$ cat src/rtl/core/imu_dfr_pkg.sv
`default_nettype none

package imu_dfr_pkg;

    localparam logic [7:0]  SYNC_FIRST      = 8'h7F;
    localparam logic [7:0]  SYNC_SECOND     = 8'h80;
    localparam int          PAYLOAD_LEN     = 20;
    localparam int          PAYLOAD_CNT_W   = $clog2(PAYLOAD_LEN);
    localparam int          NUM_WORDS       = PAYLOAD_LEN / 2;
    localparam int          YAW_WORD        = 8;
    localparam int          THRESHOLD_W     = 15;
    localparam logic [THRESHOLD_W-1:0] THRESHOLD_RESET = 15'd1043;

    localparam logic REQ_BYTE  = 1'b0;
    localparam logic REQ_FAULT = 1'b1;

    typedef logic [15:0] word_t;

    // two's complement negate, modulo 65536
    function automatic word_t neg_wrap(input word_t v);
        return word_t'(~v + 16'd1);
    endfunction

    // negate, pinning the most negative value to the most positive
    function automatic word_t neg_sat(input word_t v);
        word_t r;
        if (v == 16'h8000) begin
            r = 16'h7FFF;
        end else begin
            r = word_t'(~v + 16'd1);
        end
        return r;
    endfunction

endpackage

`default_nettype wire

$ cat src/rtl/core/imu_frame_deframer_yaw_dejump.sv
`default_nettype none

// Serial IMU deframer. Each input word carries one received byte (s_tuser = 0)
// or a link fault (s_tuser = 1, byte ignored), which sends the parser back to
// hunting for the 0x7F 0x80 sync pair while keeping the yaw state. After sync,
// 20 payload bytes are collected with an 8-bit running sum; the following byte
// must equal the inverted sum, otherwise the frame is dropped without output.
// A good frame gives one output word of ten signed 16-bit values (raw counts,
// y/z accel and rate negated with saturation, pitch and yaw negated modulo
// 65536) plus a jump flag in m_tuser set when the yaw offset was re-based
// because the wrapped yaw change exceeded yaw_jump_threshold (cfg_data, reset
// 1043). The block takes one input word per clock; the checksum byte waits in
// the input register while the parser and yaw logic work on it, and the output
// register then loads the result. Input stalls only while the output register
// holds a word that is not taken.
module imu_frame_deframer_yaw_dejump
    import imu_dfr_pkg::*;
(
    input  wire logic                   aclk,
    input  wire logic                   aresetn,

    input  wire logic                   s_tvalid,
    output      logic                   s_tready,
    input  wire logic [7:0]             s_tdata,   // [7:0] rx_byte
    input  wire logic                   s_tuser,   // [0] req_type

    output      logic                   m_tvalid,
    input  wire logic                   m_tready,
    // [15:0] accel_x, [31:16] accel_y, [47:32] accel_z, [63:48] gyro_x,
    // [79:64] gyro_y, [95:80] gyro_z, [111:96] roll_angle,
    // [127:112] pitch_angle, [143:128] yaw_angle, [159:144] temperature
    output      logic [159:0]           m_tdata,
    output      logic                   m_tuser,   // [0] jump_detected

    input  wire logic                   cfg_valid,
    output      logic                   cfg_ready,
    input  wire logic [THRESHOLD_W-1:0] cfg_data   // yaw_jump_threshold
);

    typedef enum logic [1:0] {
        PH_HUNT,
        PH_SYNC,
        PH_DATA,
        PH_CHECK
    } phase_t;

    phase_t                     phase_reg, phase_next;
    logic [PAYLOAD_CNT_W-1:0]   count_reg, count_next;
    logic [7:0]                 sum_reg, sum_next;
    logic [7:0]                 payload_reg [PAYLOAD_LEN];
    word_t                      offset_reg, offset_next;
    word_t                      prev_yaw_reg, prev_yaw_next;
    logic                       seeded_reg, seeded_next;
    logic [THRESHOLD_W-1:0]     thr_reg;

    logic                       in_valid_reg, in_valid_next;
    logic                       in_type_reg;
    logic [7:0]                 in_byte_reg;

    logic                       m_valid_reg, m_valid_next;
    logic [159:0]               m_data_reg;
    logic                       m_user_reg;

    logic                       advance;
    logic                       process;
    logic                       s_accept;
    logic                       good;

    word_t                      words [NUM_WORDS];
    word_t                      raw_yaw, prev_eff, yaw_sum, yaw_diff, yaw_new;
    logic [16:0]                yaw_mag;
    logic                       jump;
    logic [159:0]               frame_data;

    assign advance   = !m_valid_reg || m_tready;
    assign s_tready  = !in_valid_reg || advance;
    assign s_accept  = s_tvalid && s_tready;
    assign process   = in_valid_reg && advance;
    assign cfg_ready = 1'b1;

    assign m_tvalid = m_valid_reg;
    assign m_tdata  = m_data_reg;
    assign m_tuser  = m_user_reg;

    always_comb begin
        for (int k = 0; k < NUM_WORDS; k++) begin
            words[k] = {payload_reg[2*k+1], payload_reg[2*k]};
        end
    end

    // parser
    always_comb begin
        phase_next = phase_reg;
        count_next = count_reg;
        sum_next   = sum_reg;
        good       = 1'b0;
        if (process) begin
            if (in_type_reg == REQ_FAULT) begin
                phase_next = PH_HUNT;
                count_next = '0;
                sum_next   = '0;
            end else begin
                case (phase_reg)
                    PH_HUNT: begin
                        if (in_byte_reg == SYNC_FIRST) begin
                            phase_next = PH_SYNC;
                        end
                    end
                    PH_SYNC: begin
                        if (in_byte_reg == SYNC_SECOND) begin
                            count_next = '0;
                            sum_next   = '0;
                            phase_next = PH_DATA;
                        end else if (in_byte_reg != SYNC_FIRST) begin
                            phase_next = PH_HUNT;
                        end
                    end
                    PH_DATA: begin
                        sum_next = sum_reg + in_byte_reg;
                        if (count_reg == PAYLOAD_CNT_W'(PAYLOAD_LEN - 1)) begin
                            count_next = '0;
                            phase_next = PH_CHECK;
                        end else begin
                            count_next = count_reg + 1'b1;
                        end
                    end
                    PH_CHECK: begin
                        good       = (~sum_reg == in_byte_reg);
                        phase_next = PH_HUNT;
                    end
                    default: begin
                        phase_next = PH_HUNT;
                    end
                endcase
            end
        end
    end

    // yaw de-jump; the first frame compares against its own raw yaw
    always_comb begin
        raw_yaw  = words[YAW_WORD];
        prev_eff = seeded_reg ? prev_yaw_reg : raw_yaw;
        yaw_sum  = raw_yaw + offset_reg;
        yaw_diff = yaw_sum - prev_eff;
        yaw_mag  = yaw_diff[15] ? (17'h10000 - {1'b0, yaw_diff}) : {1'b0, yaw_diff};
        jump     = yaw_mag > {2'b00, thr_reg};
        yaw_new  = jump ? prev_eff : yaw_sum;

        offset_next   = offset_reg;
        prev_yaw_next = prev_yaw_reg;
        seeded_next   = seeded_reg;
        if (good) begin
            if (jump) begin
                offset_next = prev_eff - raw_yaw;
            end
            prev_yaw_next = yaw_new;
            seeded_next   = 1'b1;
        end

        frame_data = {words[9],
                      neg_wrap(yaw_new),
                      neg_wrap(words[7]),
                      words[6],
                      neg_sat(words[5]),
                      neg_sat(words[4]),
                      words[3],
                      neg_sat(words[2]),
                      neg_sat(words[1]),
                      words[0]};
    end

    always_comb begin
        in_valid_next = in_valid_reg;
        if (s_accept) begin
            in_valid_next = 1'b1;
        end else if (advance) begin
            in_valid_next = 1'b0;
        end

        m_valid_next = m_valid_reg;
        if (good) begin
            m_valid_next = 1'b1;
        end else if (m_tready) begin
            m_valid_next = 1'b0;
        end
    end

    always_ff @(posedge aclk) begin
        if (!aresetn) begin
            phase_reg    <= PH_HUNT;
            count_reg    <= '0;
            sum_reg      <= '0;
            offset_reg   <= '0;
            prev_yaw_reg <= '0;
            seeded_reg   <= 1'b0;
            thr_reg      <= THRESHOLD_RESET;
            in_valid_reg <= 1'b0;
            m_valid_reg  <= 1'b0;
        end else begin
            phase_reg    <= phase_next;
            count_reg    <= count_next;
            sum_reg      <= sum_next;
            offset_reg   <= offset_next;
            prev_yaw_reg <= prev_yaw_next;
            seeded_reg   <= seeded_next;
            in_valid_reg <= in_valid_next;
            m_valid_reg  <= m_valid_next;
            if (cfg_valid) begin
                thr_reg <= cfg_data;
            end
        end
    end

    // payload and datapath registers, no reset
    always_ff @(posedge aclk) begin
        if (s_accept) begin
            in_type_reg <= s_tuser;
            in_byte_reg <= s_tdata;
        end
        if (process && in_type_reg == REQ_BYTE && phase_reg == PH_DATA) begin
            payload_reg[count_reg] <= in_byte_reg;
        end
        if (good) begin
            m_data_reg <= frame_data;
            m_user_reg <= jump;
        end
    end

    // a result only follows a checksum byte
    assert property (@(posedge aclk) disable iff (!aresetn)
        $rose(m_valid_reg) |-> $past(phase_reg == PH_CHECK))
        else $error("result without checksum phase");

    // while valid, output yaw is always the negated stored last yaw
    assert property (@(posedge aclk) disable iff (!aresetn)
        m_valid_reg |-> (m_data_reg[143:128] == neg_wrap(prev_yaw_reg)))
        else $error("output yaw out of step with last yaw");

    assert property (@(posedge aclk) disable iff (!aresetn)
        m_valid_reg |-> seeded_reg)
        else $error("result before yaw seeded");

    assert property (@(posedge aclk) disable iff (!aresetn)
        count_reg <= PAYLOAD_CNT_W'(PAYLOAD_LEN - 1))
        else $error("payload count out of range");

    // a fault never produces a result
    assert property (@(posedge aclk) disable iff (!aresetn)
        (process && in_type_reg == REQ_FAULT) |=> phase_reg == PH_HUNT && !$rose(m_valid_reg))
        else $error("link fault not handled");

endmodule

`default_nettype wire

$ cat config.mk
export PLATFORM = sky130hd
export DESIGN_NAME = imu_frame_deframer_yaw_dejump
export DESIGN_NICKNAME = d
export VERILOG_FILES = /design/src/rtl/core/imu_dfr_pkg.sv /design/src/rtl/core/imu_frame_deframer_yaw_dejump.sv
export SDC_FILE = /design/constraint.sdc
export NUM_CORES = 1
export LEC_CHECK = 0
export ABC_AREA = 1
export BUFFER_PORTS_ARGS = -buffer_cell sky130_fd_sc_hd__clkbuf_2
export CORE_MARGIN = 5
export CORE_UTILIZATION = 45
export CTS_CLUSTER_DIAMETER = 30
export DETAILED_ROUTE_END_ITERATION = 10
export GPL_TIMING_DRIVEN = 0
export SLEW_MARGIN = 20
export SYNTH_ARGS = -nofsm -noshare
export SYNTH_HDL_FRONTEND = slang
export SYNTH_SLANG_ARGS = --single-unit
$ cat constraint.sdc
create_clock -name aclk -period 14.7 [get_ports aclk]
set_input_delay 0.735 -clock aclk [delete_from_list [all_inputs] [get_ports aclk]]
set_output_delay 0.735 -clock aclk [all_outputs]
set_load 0.005 [all_outputs]
== Yosys cells after proc, flatten, opt, wreduce, memory -nomap -nowiden ==
Memory sizes are Yosys's and may differ from the RTL's. A register that Yosys moved wholly into a read port is not among the register bits.
Index checks and enable logic that the tools add are counted.

* Reduce and logical (&&, ||, !) cells: 15
* Multiplexer cells: 25
* Bitwise logic cells: 8
* Eq/ne operators: 16
* Magnitude comparators: 1
* Add/sub/neg operators: 12

{| class="wikitable"
|+ Operators with widths
! kind !! number
|-
| $add A16 B1 Y16 const B || 6
|-
| $not A16 Y16 || 6
|-
| $eq A16 B16 Y1 const B || 4
|-
| $mux W16 || 2
|-
| $sub A16 B16 Y16 || 2
|-
| $gt A17 B15 Y1 || 1
|-
| $mux W17 || 1
|-
| $sub A17 B16 Y17 const A || 1
|-
| $add A16 B16 Y16 || 1
|-
| $mux W8 || 2
|-
| $pmux W8 S2 || 1
|-
| $mux W5 || 3
|-
| $mux W2 || 5
|-
| $pmux W5 S2 || 1
|-
| $mux W1 || 9
|-
| $ne A3 B3 Y1 const B || 3
|-
| $add A8 B8 Y8 || 1
|-
| $eq A8 B7 Y1 const B || 1
|-
| $eq A8 B8 Y1 || 1
|-
| $eq A8 B8 Y1 const B || 1
|-
| $ne A8 B7 Y1 const B || 1
|-
| $not A8 Y8 || 1
|-
| $pmux W2 S4 || 1
|-
| $add A5 B1 Y5 const B || 1
|-
| 14 further kinds || 21
|}

* Input port bits: 29
* Memories kept: 1
* Flip-flop bits (word level): 235
* Output and inout port bits: 164
* Memory bits (writable): 160
* Logic and storage cells: 95

{| class="wikitable"
|+ Memories
! name !! depth !! bits a word !! read ports !! clocked after Yosys merged registers in !! wr ports !! line !! source
|-
| payload_reg || 20 || 8 || 20 || 8 || 1 || imu_frame_deframer_yaw_dejump.sv:50 || <nowiki>logic [7:0] payload_reg [PAYLOAD_LEN];</nowiki>
|}

== Logic depth before layout (Yosys ltp) ==
Gate-level depths: netlist (run 1).
An unclocked memory read counts as a cell.

* Depth after elaboration: 9
* Mapped depth: 44
* Gate-level depth less buffers: 41

== Worst setup path before layout (run 1) ==
OpenSTA, ideal clock, no wires.

* Path kind: flip-flop to flip-flop
* Start point: register in_byte_reg[2]
* End point: register offset_reg[9]
* Buffers on the path: 0
* Required time: 14.630 ns
* Setup slack: 2.802 ns
* Cell stages (with the launch flop): 8
* Setup time: 0.070 ns
* Clock period less this slack: 11.898 ns
* Arrival: 11.828 ns
* Cell sequence: edfxtp_1 > ha_1 > nand4_1 > nor4_2 > nand2_1 > a21oi_1 > o21ai_0 > a21oi_1

* Word-level cells in the longest chain between the ends: 5

{| class="wikitable"
|+ Ends and longest elaborated chain
! item !! line !! source
|-
| start, declared || imu_frame_deframer_yaw_dejump.sv:58 || <nowiki>logic [7:0] in_byte_reg;</nowiki>
|-
| start signal, assigned || imu_frame_deframer_yaw_dejump.sv:218 || <nowiki>in_byte_reg <= s_tdata;</nowiki>
|-
| $eq A8 B8 Y1 || imu_frame_deframer_yaw_dejump.sv:128 || <nowiki>good = (~sum_reg == in_byte_reg);</nowiki>
|-
| $mux W1 || imu_frame_deframer_yaw_dejump.sv:103 || <nowiki>case (phase_reg)</nowiki>
|-
| $mux W1 || imu_frame_deframer_yaw_dejump.sv:98 || <nowiki>if (in_type_reg == REQ_FAULT) begin</nowiki>
|-
| $mux W1 || imu_frame_deframer_yaw_dejump.sv:97 || <nowiki>if (process) begin</nowiki>
|-
| named net good || imu_frame_deframer_yaw_dejump.sv:67 || <nowiki>logic good;</nowiki>
|-
| $reduce_and A2 Y1 (no source line) || -- ||
|-
| end signal, assigned || imu_frame_deframer_yaw_dejump.sv:203 || <nowiki>offset_reg <= offset_next;</nowiki>
|-
| end, declared || imu_frame_deframer_yaw_dejump.sv:51 || <nowiki>word_t offset_reg, offset_next;</nowiki>
|}

The timed path passes the listed nets, and every way through them passes these cells.
A chain may end at the register's enable or synchronous reset.

==> results of run 1 <==
==> cells in the final DEF, fill, tap and decap left out, types with 6 or more instances in the layout <==
cell type,instances
edfxtp_1,330
clkinvlp_4,8
xnor2_1,24
clkinv_2,17
nand4_1,19
nand3b_1,15
clkbuf_8,9
clkbuf_16,90
inv_1,242
a31oi_1,8
nor2_1,130
bufinv_16,8
nand2_2,6
nor3_1,38
a21oi_1,99
inv_6,7
nor4_1,17
buf_6,6
clkbuf_1,36
xor2_1,68
a211oi_1,6
buf_4,11
clkbuf_2,191
buf_8,12
nand2_1,348
or2_2,21
nand3_1,94
dfxtp_1,65
ha_1,78
nor2_2,11
o21ai_0,88
==> final timing paths <==
| path | to | slack, ps | cells past startpoint |
|---|---|---|---|
| worst max-delay path | m_tdata[142]$_DFFE_PP_ | 7110 | 40 |
| worst min-delay path | in_byte_reg[1]$_DFFE_PP_ | 300 | 1 |
| worst max register to register | m_tdata[142]$_DFFE_PP_ | 7110 | 40 |
| worst min register to register | m_tdata[53]$_DFFE_PP_ | 410 | 0 |
==> metal layers <==
metal | track usage | up-vias
li1 | - | 6766
met1 | 0.2708 | 6418
met2 | 0.3391 | 432
met3 | 0.04184 | 89
met4 | 0.06842 | 0
met5 | 0 | -
==> metrics by stage <==
stage | worst slack (ps) | instances
6_report | 7114 | 2708
5_1_grt | 6429 | 2708
4_1_cts | 7215 | 2708
3_5_place_dp | 7261 | 2540
3_3_place_gp | -3958 | 2514
2_1_floorplan | 2802 | 1791
==> area by class of cell <==
cell class / count / area (sq um)
fill: 3407 / 17170
sequential: 395 / 11210
multi-input combinational: 1121 / 6340
clock buffer: 113 / 2429
timing repair buffer: 217 / 1272
inverter: 244 / 915.9
clock inverter: 55 / 684.4
tap: 532 / 665.6
buffer: 31 / 146.4
==> worst max-delay path: cells and delay by family (launching register included) <==
| kind | cells | cell delay, ps |
|---|---|---|
| compound gates | 7 | 1290 |
| xor+xnor | 2 | 470 |
| fa+ha+maj | 5 | 1580 |
| buf+inv | 5 | 930 |
| flops | 1 | 430 |
| simple gates | 21 | 2570 |
==> power breakdown <==
group	switching [mW]	internal (mW)	leakage, nW
clock network	0.665	1.33	1.50
logic	0.0442	0.0212	4.99
registers	0.00750	1.21	3.50
total	0.717	2.56	9.99
==> kinds of logic after synthesis <==
| family | synth area share |
|---|---|
| buf+inv | 0.05710 |
| compound gates | 0.06705 |
| flops | 0.6026 |
| simple gates | 0.1719 |
| fa+ha+maj | 0.05676 |
| xor+xnor | 0.04331 |
| mux | 0.001076 |
| other cells | 0.0002016 |
==> results.ini, run 1 <==
[status]
status = finished, final reports clean

[logic_synthesis]
synthTopCellsByCount = 348 x nand2_1, 330 x edfxtp_1, 242 x inv_1, 130 x nor2_1, 99 x a21oi_1
ys_seq_area_frac = 0.6026
synthArstFlopShare = 0
yosys_warnings = 0
synth_nets = 1902
synth_cells = 1791
avgSynthCellArea_sq_um = 10.39
syn_area_sq_mm = 0.01860
ys.flop_type = edfxtp_1
yosysMostFrequentCell = nand2_1
synth_area_leaders = edfxtp_1 53%, nand2_1 7.0%, dfxtp_1 7.0%, ha_1 5.2%, inv_1 4.9%
synth-seq-cells = 395
synth_top_cell_area_share = 0.5327
synthDistinctLibCells = 54
synth-edff-count = 330
synth_top_cell_by_area = edfxtp_1

[detailed_routing]
totalWireLength_mm = 47.12
antenna_left = 0
drtIter0Drc = 911
viasPerCell = 5.061
dr.pass1.iters = 6
wire_per_inst_um = 17.40
highest_layer = met4
wl_met3_mm = 2.973
wl_met1_mm = 20.51
via_count = 13710
wl_met2_mm = 22.48
route.detailed.drc = 0

[grt]
grt_antenna_before_repair = 0
grt_max_degree = 15
grt_pass1_vias = 13340
gr-usage-all-layers = 0.2042
grt_pass1_wl_mm = 72.02
overflow = 0

[sta]
maxSlewViolCount = 0
worstMarginPinSlew_ps = 895.8
holdWs_ps = 304.4
relSlewSlack = 0.4006
fin_crit_ps = 7586
rsz0062_at_grt = false
hold_violations = 0
fmax_ghz = 0.1318
post-route-period-util = 0.5160
finalSetupTns_ps = 0
finalSetupViolations = 0
fin_skew_ps = 37.26

[clock_network]
hold_buffers = 0
numCtsBuffers = 89
clk_latency_ps = 620
cts_tree = done
ctsResizeCount = 0
cts_sinks = 395
clock_path_buffers = 3
htree_levels = 3
cts_setup_buffers = 0
cts_root_buf = clkbuf_16
cts.reportedPaths.clkPinSlew_ps = 40

[setup_path]
crit_path_end_kind = flop
max_stage_delay_ps = 430
crit_path_max_fanout = 10
required_ps = 15040
cpMaxStageDelayCell = edfxtp_1
setup.worst_path.class = reg2reg
crit_path_start = payload_reg[16][0]$_DFFE_PP_
timing.rr.start = payload_reg[16][0]$_DFFE_PP_
arrival_ps = 7920
startpoint_type = flop
cpMostUsedCell = nand2_1

[floorplanning]
die_h_um = 213.3
rows = 74
core_sq_mm = 0.04083
start_util = 0.4556
io_pins = 193
die_w_um = 213.3
dieArea_sq_mm = 0.04551

[finish]
nNetsFinal = 2210
final_cell_area_sq_mm = 0.02366
drive_gt1_frac = 0.1967
final_core_util = 0.5795
syn2layout_area_growth_pct = 27.20
antennaDiodeCount = 0

[power]
power.total_mw = 3.278
p_leak_nw = 9.990
powerDensity_mw_per_mm2 = 138.5
peakVddDrop_mv = 0.09403

[placement]
gp_congestion = 0.8853
placed_area_sq_mm = 0.02055
hpwl_mm = 34.71
io_buffers = 191

[min_path]
min_from = s_tdata[1]
hold_class = in2reg

[run]
max_cap_violations = 0

Power figures use the tool's default switching activity.
==> inputs of run 2 (changes only) <==
--- a/config.mk
+++ b/config.mk
@@ -12,6 +12,7 @@
 export CTS_CLUSTER_DIAMETER = 30
 export DETAILED_ROUTE_END_ITERATION = 10
 export GPL_TIMING_DRIVEN = 0
+export PLACE_DENSITY = 0.66
 export SLEW_MARGIN = 20
 export SYNTH_ARGS = -nofsm -noshare
 export SYNTH_HDL_FRONTEND = slang
==> constraint.sdc (replaced) <==
create_clock -name aclk -period 6.8 [get_ports aclk]
set_input_delay 0.34 -clock aclk [delete_from_list [all_inputs] [get_ports aclk]]
set_output_delay 0.34 -clock aclk [all_outputs]
set_load 0.005 [all_outputs]
==> results.ini, run 2 (synthesized netlist as in run 1, its figures left out) <==
[status]
status = finished, final reports clean

[finish]
nNetsFinal = 2225  ; +0.68%
final_common_cell = nand2_1
final_cell_count_no_fill = 2717  ; +0.33%
drive_gt1_frac = 0.2037  ; +0.006970
fillers = 3313  ; -2.8%
final_cell_mix = 346 x nand2_1, 330 x edfxtp_1, 241 x inv_1
final_cell_area_sq_mm = 0.02402  ; +1.5%
antennaDiodeCount = 0  ; unchanged
syn2layout_area_growth_pct = 29.09
final_core_util = 0.5882  ; +0.008641

[setup_path]
crit_path_max_fanout = 10  ; unchanged
required_ps = 7120  ; -7920 ps
cpMaxStageDelayCell = edfxtp_1
startpoint_type = flop
max_stage_delay_ps = 440  ; about the same
cpMostUsedCell = nand2_1
crit_path_end_kind = flop
setup.worst_path.class = reg2reg
arrival_ps = 6710  ; -1210 ps

[grt]
grt-busiest-layer = met2
gr-usage-all-layers = 0.2089  ; +0.004713
grtUsageMet3 = 0.03467  ; -0.007169
grt_pass1_wl_mm = 73.53  ; +2.1%
grt_antenna_before_repair = 1  ; +1
grt_pass1_vias = 13710  ; +2.7%
use_met1 = 0.2727  ; +0.001925
overflow = 0  ; unchanged
grt_max_degree = 16  ; +1
grt_util_met2 = 0.3552  ; +0.01615

[sta]
fin_skew_ps = 30.83  ; -6.432 ps
finalSetupViolations = 0  ; unchanged
fmax_ghz = 0.1565  ; +19%
fin_crit_ps = 6391  ; -1195 ps
worstMarginPinSlew_ps = 933.4  ; +37.65 ps
post-route-period-util = 0.9398  ; +0.4238
finalSetupTns_ps = 0  ; unchanged
relSlewSlack = 0.3754  ; -0.02519
fin_ws_ps = 409.0  ; -6705 ps
hold_violations = 0  ; unchanged
maxSlewViolCount = 0  ; unchanged
holdWs_ps = 41.44  ; -263.0 ps

[floorplanning]
io_pins = 193  ; unchanged
die_h_um = 213.3  ; unchanged
core_sq_mm = 0.04083  ; unchanged
start_util = 0.4556  ; unchanged
rows = 74  ; unchanged
dieArea_sq_mm = 0.04551  ; unchanged
die_w_um = 213.3  ; unchanged

[placement]
gp_congestion = 0.9099  ; +2.8%
hpwl_mm = 34.77  ; +0.18%
dp_cells = 2540  ; unchanged
io_buffers = 191  ; unchanged
placed_area_sq_mm = 0.02063  ; +0.36%
place_ws_ps = -735.5  ; -7997 ps

[clock_network]
clock_path_buffers = 3  ; unchanged
clk_latency_ps = 600  ; -20 ps
cts.reportedPaths.clkPinSlew_ps = 50  ; about the same
cts_tree = done
cts_sinks = 395  ; unchanged
htree_levels = 3  ; unchanged
numCtsBuffers = 86  ; -3.4%
cts_root_buf = clkbuf_16

[run]
max_cap_violations = 0  ; unchanged

[detailed_routing]
viasPerCell = 5.118  ; +1.1%
wire_per_inst_um = 17.66  ; +1.5%
drtIter0Drc = 1004  ; +10%
totalWireLength_mm = 47.97  ; +1.8%
route.detailed.drc = 0  ; unchanged
dr.pass1.iters = 7  ; +1
via_count = 13910  ; +1.5%
antenna_left = 0  ; unchanged

[power]
peakVddDrop_mv = 0.2114  ; +120%
power.total_mw = 7.222  ; +120%
p_leak_nw = 10.12  ; +1.3%
powerDensity_mw_per_mm2 = 300.7  ; +120%

[min_path]
hold_class = in2reg

==> run 2: area by class of cell <==
| class | count | area (sq um) | area share |
|---|---|---|---|
| Sequential cell | 395 | 11210 | 0.4668 |
| Multi-Input combinational cell | 1121 | 6436 | 0.2680 |
| Clock buffer | 98 | 2270 | 0.09450 |
| Timing Repair Buffer | 236 | 1501 | 0.06252 |
| Inverter | 244 | 915.9 | 0.03813 |
| Clock inverter | 61 | 872.1 | 0.03631 |
| Tap cell | 532 | 665.6 | 0.02772 |
| Buffer | 30 | 145.1 | 0.006043 |
==> run 2: final timing paths <==
path	startpoint	end	slack (ps)	depth (start not counted)
min reg2reg	payload_reg[19][0]$_DFFE_PP_	m_tdata[152]$_DFFE_PP_	400	0
min	cfg_data[14]	thr_reg[14]$_SDFFE_PN0P_	40	3
max	payload_reg[16][0]$_DFFE_PP_	m_tdata[134]$_DFFE_PP_	410	38
max reg2reg	payload_reg[16][0]$_DFFE_PP_	m_tdata[134]$_DFFE_PP_	410	38
==> run 2: timing repair <==
item	4_1_cts	5_1_grt
setup buffers	1	5
hold buffers	13	0
hold endpoints to repair	13	0
gates resized for setup	7	19
pin swaps	2	9
endpoints found under the setup margin	41	29
==> run 2: routing by layer <==
metal	vias up	share of wire	wire, um
li1	6788	-	-
met1	6542	0.43	20580
met2	483	0.48	23150
met3	90	0.063	3014
met4	2	0.025	1217
met5	-	0.00027	13
==> run 2: where the power goes <==
part | internal (mW) | total (mW) | leakage (nW) | switching (mW)
sequential | 2.62 | 2.64 | 3.50 | 0.0159
combinational | 0.0569 | 0.157 | 5.10 | 0.100
clock | 3.06 | 4.42 | 1.52 | 1.36
==> run 2: critical path, delay by kind of cell, from the launching register on <==
family	cells	cell delay, ps
xor+xnor	3	510
buf+inv	5	570
compound gates	8	1260
simple gates	17	1890
flops	1	440
fa+ha+maj	5	1430
==> inputs of run 3 (changes only) <==
--- a/config.mk
+++ b/config.mk
@@ -5,8 +5,8 @@
 export SDC_FILE = /design/constraint.sdc
 export NUM_CORES = 1
 export LEC_CHECK = 0
-export ABC_AREA = 1
 export BUFFER_PORTS_ARGS = -buffer_cell sky130_fd_sc_hd__clkbuf_2
+export CAP_MARGIN = 20
 export CORE_MARGIN = 5
 export CORE_UTILIZATION = 45
 export CTS_CLUSTER_DIAMETER = 30
==> results.ini, run 3 <==
[floorplanning]
rows = 73  ; -1.4%
io_pins = 193  ; unchanged
start_util = 0.4576  ; +0.001943
core_sq_mm = 0.03991  ; -2.2%
die_w_um = 211.5  ; -0.88%
die_h_um = 211.5  ; -0.88%
dieArea_sq_mm = 0.04472  ; -1.7%

[logic_synthesis]
synth_nets = 1616  ; -15%
synth_top_cell_area_share = 0.5426  ; +0.009925
synth_top_cell_by_area = edfxtp_1
ys_seq_area_frac = 0.6138  ; +0.01123
synthArstFlopShare = 0  ; unchanged
syn_area_sq_mm = 0.01826  ; -1.8%
synthDistinctLibCells = 74  ; +37%
synth_area_leaders = edfxtp_1 54%, dfxtp_1 7.1%, ha_1 5.3%, nand2_1 3.5%, xnor2_1 3.2%
synth_cells = 1505  ; -16%
avgSynthCellArea_sq_um = 12.14  ; +17%
synth-seq-cells = 395  ; unchanged
synth-edff-count = 330  ; unchanged
ys.flop_type = edfxtp_1
yosys_warnings = 0  ; unchanged
yosysMostFrequentCell = edfxtp_1
synthTopCellsByCount = 330 x edfxtp_1, 172 x nand2_1, 122 x nor2_1, 84 x inv_1, 78 x ha_1

[grt]
grt_pass1_wl_mm = 69.17  ; -5.9%
grt_max_degree = 63  ; +47
grt_pass1_vias = 12720  ; -7.2%
gr-usage-all-layers = 0.1972  ; -0.01170
overflow = 0  ; unchanged
grt_antenna_before_repair = 0  ; -1

[finish]
antennaDiodeCount = 0  ; unchanged
syn2layout_area_growth_pct = 30.42
seq_area_sq_mm = 0.01121  ; unchanged
final_core_util = 0.5968  ; +0.008594
multi_input_area_sq_mm = 0.006987  ; +8.6%
fillers = 3041  ; -8.2%
final_cell_mix = 330 x edfxtp_1, 192 x clkbuf_2, 168 x nand2_1
nNetsFinal = 1955  ; -12%
final_cell_count_no_fill = 2431  ; -11%
final_common_cell = edfxtp_1
drive_gt1_frac = 0.2545  ; +0.05080

[sta]
maxSlewViolCount = 0  ; unchanged
rsz0062_at_grt = true
finalSetupViolations = 13  ; +13
fin_skew_ps = 21.57  ; -9.257 ps
fin_ws_ps = -424.6  ; -833.7 ps
finalSetupTns_ps = -2501  ; -2501 ps
fmax_ghz = 0.1384  ; -12%
relSlewSlack = 0.3267  ; -0.04870
worstMarginPinSlew_ps = 1006  ; +72.79 ps
hold_violations = 0  ; unchanged
post-route-period-util = 1.062  ; +0.1226
fin_crit_ps = 7225  ; +833.7 ps

[setup_path]
ff2ff_path_depth = 27  ; -29%
crit_path_end_kind = flop
r2r_setup_slack_ps = -420  ; -830 ps
setup.worst_path.class = reg2reg
r2r_end = m_tdata[140]$_DFFE_PP_
required_ps = 7110  ; about the same
timing.rr.start = seeded_reg$_SDFFE_PN0P_
cp-endpoint = m_tdata[140]$_DFFE_PP_
crit_path_start = seeded_reg$_SDFFE_PN0P_
crit_path_max_fanout = 10  ; unchanged
startpoint_type = flop
arrival_ps = 7540  ; +830 ps

[detailed_routing]
antenna_left = 0  ; unchanged
drtIter0Drc = 829  ; -17%
wire_per_inst_um = 18.75  ; +6.2%
viasPerCell = 5.342  ; +4.4%
dr.pass1.iters = 5  ; -2
totalWireLength_mm = 45.59  ; -5.0%
via_count = 12990  ; -6.6%
route.detailed.drc = 0  ; unchanged

[clock_network]
cts_root_buf = clkbuf_16
cts_sinks = 395  ; unchanged
clock_path_buffers = 3  ; unchanged
cts_tree = done
clk_latency_ps = 590  ; about the same
cts.reportedPaths.clkPinSlew_ps = 40  ; about the same
htree_levels = 3  ; unchanged
numCtsBuffers = 77  ; -10%

[power]
netSwitchingFraction = 0.2058  ; +0.0008250
p_sw_mw = 1.362  ; -8.0%
p_clk_frac = 0.573  ; -0.040
sequentialPowerShare = 0.400  ; +0.034
powerDensity_mw_per_mm2 = 277.8  ; -7.6%
power.total_mw = 6.618  ; -8.4%
peakVddDrop_mv = 0.1458  ; -31%
intPower_mw = 5.256  ; -8.5%
p_comb_frac = 0.027  ; +0.005
p_leak_nw = 9.244  ; -8.7%

[placement]
dp_cells = 2234  ; -12%
hpwl_mm = 30.95  ; -11%
place_ws_ps = -1583  ; -847.4 ps
gp_congestion = 0.8837  ; -2.9%
io_buffers = 190  ; -0.52%

[min_path]
hold_class = in2reg
whs_path_depth = 3  ; unchanged

[run]
max_cap_violations = 0  ; unchanged

[status]
violations = negative setup slack
status = complete, but fails checks

[run 3: cell count changes after synthesis, moves of 30 or more]
cell	change
xnor2_1	+43
a21oi_1	-30
mux2i_1	+34
nand3_1	-67
o21ai_0	-39
inv_1	-158
nand2_1	-176
[run 3: timing repair]
item,CTS,global route
gates cloned,1,3
resized for setup,60,71
hold buffers,13,0
endpoints found under the setup margin,49,49
pin swaps,35,43
buffers inserted,21,23
hold endpoints to repair,13,0
[run 3: metal layers]
metal,GRT usage,up-vias,part of all wire
met4,0.07619,0,0.032
met3,0.03423,98,0.057
li1,-,6190,-
met2,0.3457,459,0.50
met5,0,-,0
met1,0.2439,6239,0.41
[run 3: worst min path at each step]
stage                            startpoint                      end  slack, ps
2_1_floorplan   payload_reg[0][0]$_DFFE_PP_     m_tdata[0]$_DFFE_PP_        400
3_3_place_gp   payload_reg[12][6]$_DFFE_PP_   m_tdata[102]$_DFFE_PP_        400
3_5_place_dp   payload_reg[18][4]$_DFFE_PP_   m_tdata[148]$_DFFE_PP_        400
4_1_cts                         cfg_data[3]  thr_reg[3]$_SDFFE_PN0P_          6
5_1_grt                         cfg_data[3]  thr_reg[3]$_SDFFE_PN0P_         20
6_report                        cfg_data[6]  thr_reg[6]$_SDFFE_PN0P_         30
[run 3: cell type report]
cell class,count,area share
multi-input combinational,988,0.2933
clock inverter,50,0.02611
sequential,395,0.4706
inverter,85,0.01339
buffer,33,0.009770
timing repair buffer,264,0.07480
clock buffer,91,0.08441
tap,525,0.02758
[run 3: worst max-delay path, stage by stage (launching register included)]
cell,delay (ps)
dfxtp_1,630
clkbuf_2,350
clkbuf_2,350
mux2i_1,550
ha_1,360
nor2_2,80
a211o_1,360
and3_4,200
or4_4,550
nor2_1,140
nor4bb_2,340
nand3_1,150
o31ai_1,270
xnor2_1,110
ha_1,330
nand3_1,80
or4_1,430
o21ai_2,90
a21oi_2,70
a21oi_2,150
buf_6,160
mux2i_4,270
ha_4,200
buf_8,110
nand4_1,100
mux2i_2,280
nand2_1,110
xnor2_1,140
[run 3: power groups by stage]
stage	clock [mW]	combinational (mW)	sequential [mW]
5_1_grt	3.98	0.190	2.65
3_5_place_dp	0	0.130	2.70
2_1_floorplan	0	0.0610	2.69
4_1_cts	3.86	0.147	2.65
6_report	3.79	0.179	2.65
3_3_place_gp	0	0.0888	2.72
[run 3: stage by stage]
| step | instance area [sq um] | hold slack (ps) |
|---|---|---|
| after floorplan | 18290 | 400.3 |
| after global placement | 19900 | 401.5 |
| after detailed placement | 20130 | 404.5 |
| after CTS | 23290 | 5.513 |
| after global routing | 23820 | 20.22 |
| final | 23820 | 28.94 |
[run 3: logic make-up after synthesis]
kind of cell    count (synthesis)  synth area share
simple gates                  498            0.1316
compound gates                248           0.08920
flops                         395            0.6138
buf+inv                       122           0.02706
fa+ha+maj                      82           0.05782
other cells                     1         0.0002053
mux                            41           0.02370
xor+xnor                      118           0.05659
